==> config.mk <==
export PLATFORM = sky130hd
export DESIGN_NAME = skvt_ram
export DESIGN_NICKNAME = d
export VERILOG_FILES = /design/src/sv/skvt_ram.sv
export SDC_FILE = /design/constraint.sdc
export NUM_CORES = 1
export LEC_CHECK = 0
export BUFFER_PORTS_ARGS = -buffer_cell sky130_fd_sc_hd__buf_2
export CAP_MARGIN = 30
export CORE_ASPECT_RATIO = 0.75
export CORE_MARGIN = 5
export CORE_UTILIZATION = 50
export CTS_BUF_LIST = sky130_fd_sc_hd__clkbuf_2 sky130_fd_sc_hd__clkbuf_4 sky130_fd_sc_hd__clkbuf_8
export CTS_CLUSTER_SIZE = 12
export DETAILED_ROUTE_END_ITERATION = 7
export PLACE_DENSITY = 0.67
export SYNTH_ARGS = -nofsm -noshare
export SYNTH_HDL_FRONTEND = slang
export SYNTH_SLANG_ARGS = --single-unit
==> constraint.sdc <==
create_clock -name clk -period 2.5 [get_ports clk]
set_input_delay 0.125 -clock clk [delete_from_list [all_inputs] [get_ports clk]]
set_output_delay 0.125 -clock clk [all_outputs]
set_load 0.005 [all_outputs]
==> src/sv/skvt_ram.sv <==
// Generic single-write, single-read RAM with registered read data.
// No dependencies.
`timescale 1ns / 1ps
`default_nettype none
module skvt_ram #(
    parameter int WIDTH = 8,
    parameter int DEPTH = 16
) (
    input  wire logic                     clk,
    input  wire logic                     wr_en,
    input  wire logic [$clog2(DEPTH)-1:0] wr_addr,
    input  wire logic [WIDTH-1:0]         wr_data,
    input  wire logic                     rd_en,
    input  wire logic [$clog2(DEPTH)-1:0] rd_addr,
    output logic      [WIDTH-1:0]         rd_data
);

    logic [WIDTH-1:0] mem [DEPTH];

    // write port
    always_ff @(posedge clk)
    begin
        if (wr_en)
        begin
            mem[wr_addr] <= wr_data;
        end
    end

    // read port, data held until the next read
    always_ff @(posedge clk)
    begin
        if (rd_en)
        begin
            rd_data <= mem[rd_addr];
        end
    end

endmodule
`default_nettype wire

# Yosys cells after proc, flatten, opt, wreduce, memory -nomap -nowiden
# Memories as Yosys holds them, arrays and structs flattened. A register that Yosys moved wholly into a read port is not among the register bits.
# Cells that the tools add are included.
# word_totals
regBits	0
ram_bits	128
in_bits	19
out_inout_bits	8
word_cells	3
n_memories	1
# classes
muxes	2
# memory_table
name	depth	width	read_ports	rd_ports_with_merged_regs	write_ports	line	source
mem	16	8	1	1	1	18	logic [WIDTH-1:0] mem [DEPTH];
# ops
cell	n
two-way mux 1 bit	2

# Longest topological paths before layout
# depth
depth_word	2
depth_mapped	5
mapped_depth_nobuf	3

# Worst setup path before layout
# Ideal clock, no wire load.
# synth_timing
path_type	input to register
startpoint	in wr_addr[2]
endpoint	mem mem[0][0], enable pin
setup_ps	383
t_arrival_ps	1235
required_time_ps	2117
setup_slack_ps	882
cell_stages	2
n_path_buf	0
cell_sequence	or3b_2 -> nor3_1
# synth_rtl
element	line	source
from (decl)	11	input wire logic [$clog2(DEPTH)-1:0] wr_addr,
to (decl)	18	
# Straight into the memory's write port.

==> flow_summary_export.csv <==
group,metric,value,unit
drt,finalWirelength,9910,um
drt,drtIter0Drc,256,
worst_hold_path,min_path_type,"input pin to flop",
yosys,synth.distinct_cells,18,
setup_path,crit_fanout,1,
sta,finalCritPeriodShare,63.3,%
grt,grt_pass1_vias,2489,
place,dp_hpwl,6380,um
grt,antenna_found_initial,0,
setup_path,crit_required,2.68,ns
sta,maxSlewViolCount,0,
drt,vias,2393,
setup_path,slowest_delay,0.47,ns
sta,skew,0.0137,ns
floorplanning,core,10200,um^2
sta,finalHoldViolations,0,
outcome,status,"completed",
floorplanning,die_h,98.6,um
sta,period_minus_slack,1.58,ns
power,power_leakage,1.98,nW
setup_path,path_class,"flop to flop",
clocking,path_clk_slew,0.08,ns
yosys,synth_top_family_by_area,"multiplexers",
setup_path,endpoint_kind,"flop",
yosys,yosysWarningCount,0,
yosys,synth_xor_area_share,0,%
yosys,yosys.area_share.adder,0,%
sta,tightest_slew,0.808,ns
sta,maxSlewHeadroom,46.0,%
floorplanning,die_area,12600,um^2
cells_and_area,area_growth,14.0,%
drt,drtAntennaViolNets,0,
power,ir_drop,496,uV
yosys,synth_seq_area_share,78.1,%
sta,grt_setup_unrepaired,"no",
clocking,postCtsSetupBuffers,0,
setup_path,path_cells,"mux4_2, a22oi_1, nand2_1",
yosys,muxShareOfSynthArea,14.8,%
setup_path,arrival,1.76,ns
setup_path,r2r-start,"mem[3][7]$_DFFE_PP_",
clocking,clock_latency,0.45,ns
setup_path,worstSetupStartpoint,"mem[3][7]$_DFFE_PP_",
drt,via_per_inst,5.57,
drt,route.detailed.drc,0,
place,place.gp.congestion,0.708,
clocking,htreeDepth,4,
sta,fin_setup_tns,0,ns
clocking,cts.root.buffer_cell,"clkbuf_8",
clocking,holdBufCountCts,0,
flow_run,drv_cap,0,
yosys,synth_compound_area_share,2.30,%
power,powerDensity,757,nW/um^2
clocking,clockBufferDepth,2,
grt,grt_remaining_overflow,0,
sta,setup_violations,0,
yosys,syn_inst,229,
clocking,cts_buffers,17,
setup_path,cp_slowest_cell,"mux4_2",
yosys,netlist_area,5230,um^2
grt,track_usage,16.6,%
sta,fmax,632,MHz
clocking,cts.sinks,136,
cells_and_area,num-nets-final,300,
clocking,cts_tree,"yes",
clocking,post_cts_resized,0,
grt,grt_pass1_wl,14800,um
cells_and_area,design_area,5960,um^2
yosys,yosys.area_share.simple,3.14,%
cells_and_area,drive_gt1_share,31.0,%
floorplanning,start_util,51.0,%
place,place_area,5580,um^2
yosys,synth-seq-cells,136,
drt,drtPass1Iterations,4,
floorplanning,io_pins,27,
cells_and_area,diodes,0,
yosys,synth_nets,248,
setup_path,start_kind,"flop",
worst_hold_path,hold_path_startpoint,"rd_en",
power,totalPowerFinal,4.51,mW
drt,post_drt_wl_per_cell,23.0,um
grt,grt_max_degree,33,
yosys,syn_avg_cell_area,22.8,um^2
place,io_buffers,26,
floorplanning,rows,32,
floorplanning,die_w,128,um
==> placed cells by master (no fill, tap or decap), types with 4 or more instances in the layout <==
cell type	n
clkbuf_8	17
buf_2	26
nor2_1	13
edfxtp_1	136
a22oi_1	16
clkinvlp_4	4
nor3_1	4
mux4_1	14
nand2_1	9
mux4_2	18
buf_4	16
==> state kept, by name, indices dropped and copies added, names as in the netlist <==
name	flops
rd_data	8
mem	128
==> cells in the mapped netlist, drive strengths merged <==
library cell	number	share of area, %
buf	7	1.1
nand2b	2	0.24
and2	1	0.12
a22oi	16	2.3
nand3b	2	0.29
edfxtp	136	78
mux4	32	15
and2b	1	0.14
nor3	4	0.38
nand3	1	0.096
nor2b	1	0.12
nand2	9	0.65
nor2	13	0.93
clkdlybuf4s25	3	0.57
or3b	1	0.17
==> layer usage <==
layer	up-vias	track usage, %	share of wire (%)
met5	-	0	0
met4	0	4.65	1.0
met3	7	6.01	9.4
met2	90	23.9	45
met1	1212	24.3	45
li1	1084	-	-
==> cells by family after synthesis <==
family / after synthesis
AOI/OAI and AO/OA: 16
DFF: 136
and+or+nand+nor: 35
buffers and inverters: 10
muxes: 32
==> final cells by class <==
class,count,area (um^2)
fillers,773,4290
flip-flops and latches,136,4080
multi-input cells,83,1060
repair buffers,43,270
clock buffers,18,241
well taps,136,170
clock inverters,14,134
==> report_power, final <==
group / internal (mW) / total [mW] / switching, mW
Clock: 0.880 / 1.70 / 0.821
Sequential: 2.57 / 2.58 / 0.0139
Combinational: 0.0974 / 0.227 / 0.130
==> per-stage QoR <==
step           std cells  hold WS (ns)  util [%]  setup WS [ns]
2_1_floorplan        229         0.224         -          0.882
3_3_place_gp         398         0.501      54.5          0.735
3_5_place_dp         398         0.515      54.5          0.691
4_1_cts              430        0.0386      58.1          0.962
5_1_grt              430        0.0401      58.1          0.910
6_report             430        0.0594      58.1          0.916
==> worst paths after layout <==
| check | slack [ns] | depth (start not counted) | endpoint |
|---|---|---|---|
| worst max register to register | 0.92 | 3 | rd_data[7]$_DFFE_PP_ |
| worst min register to register | 0.75 | 3 | rd_data[4]$_DFFE_PP_ |
| worst min-delay path | 0.06 | 1 | rd_data[4]$_DFFE_PP_ |
| worst max-delay path | 0.92 | 3 | rd_data[7]$_DFFE_PP_ |
==> critical path, delay by kind of cell (launching register included) <==
kind / cells / cell delay [ns]
multiplexers: 1 / 0.47
flip-flops: 1 / 0.38
AND/OR/NAND/NOR: 1 / 0.11
AO/OA/AOI/OAI: 1 / 0.36
Note: power is estimated with default switching activity, not from simulation.
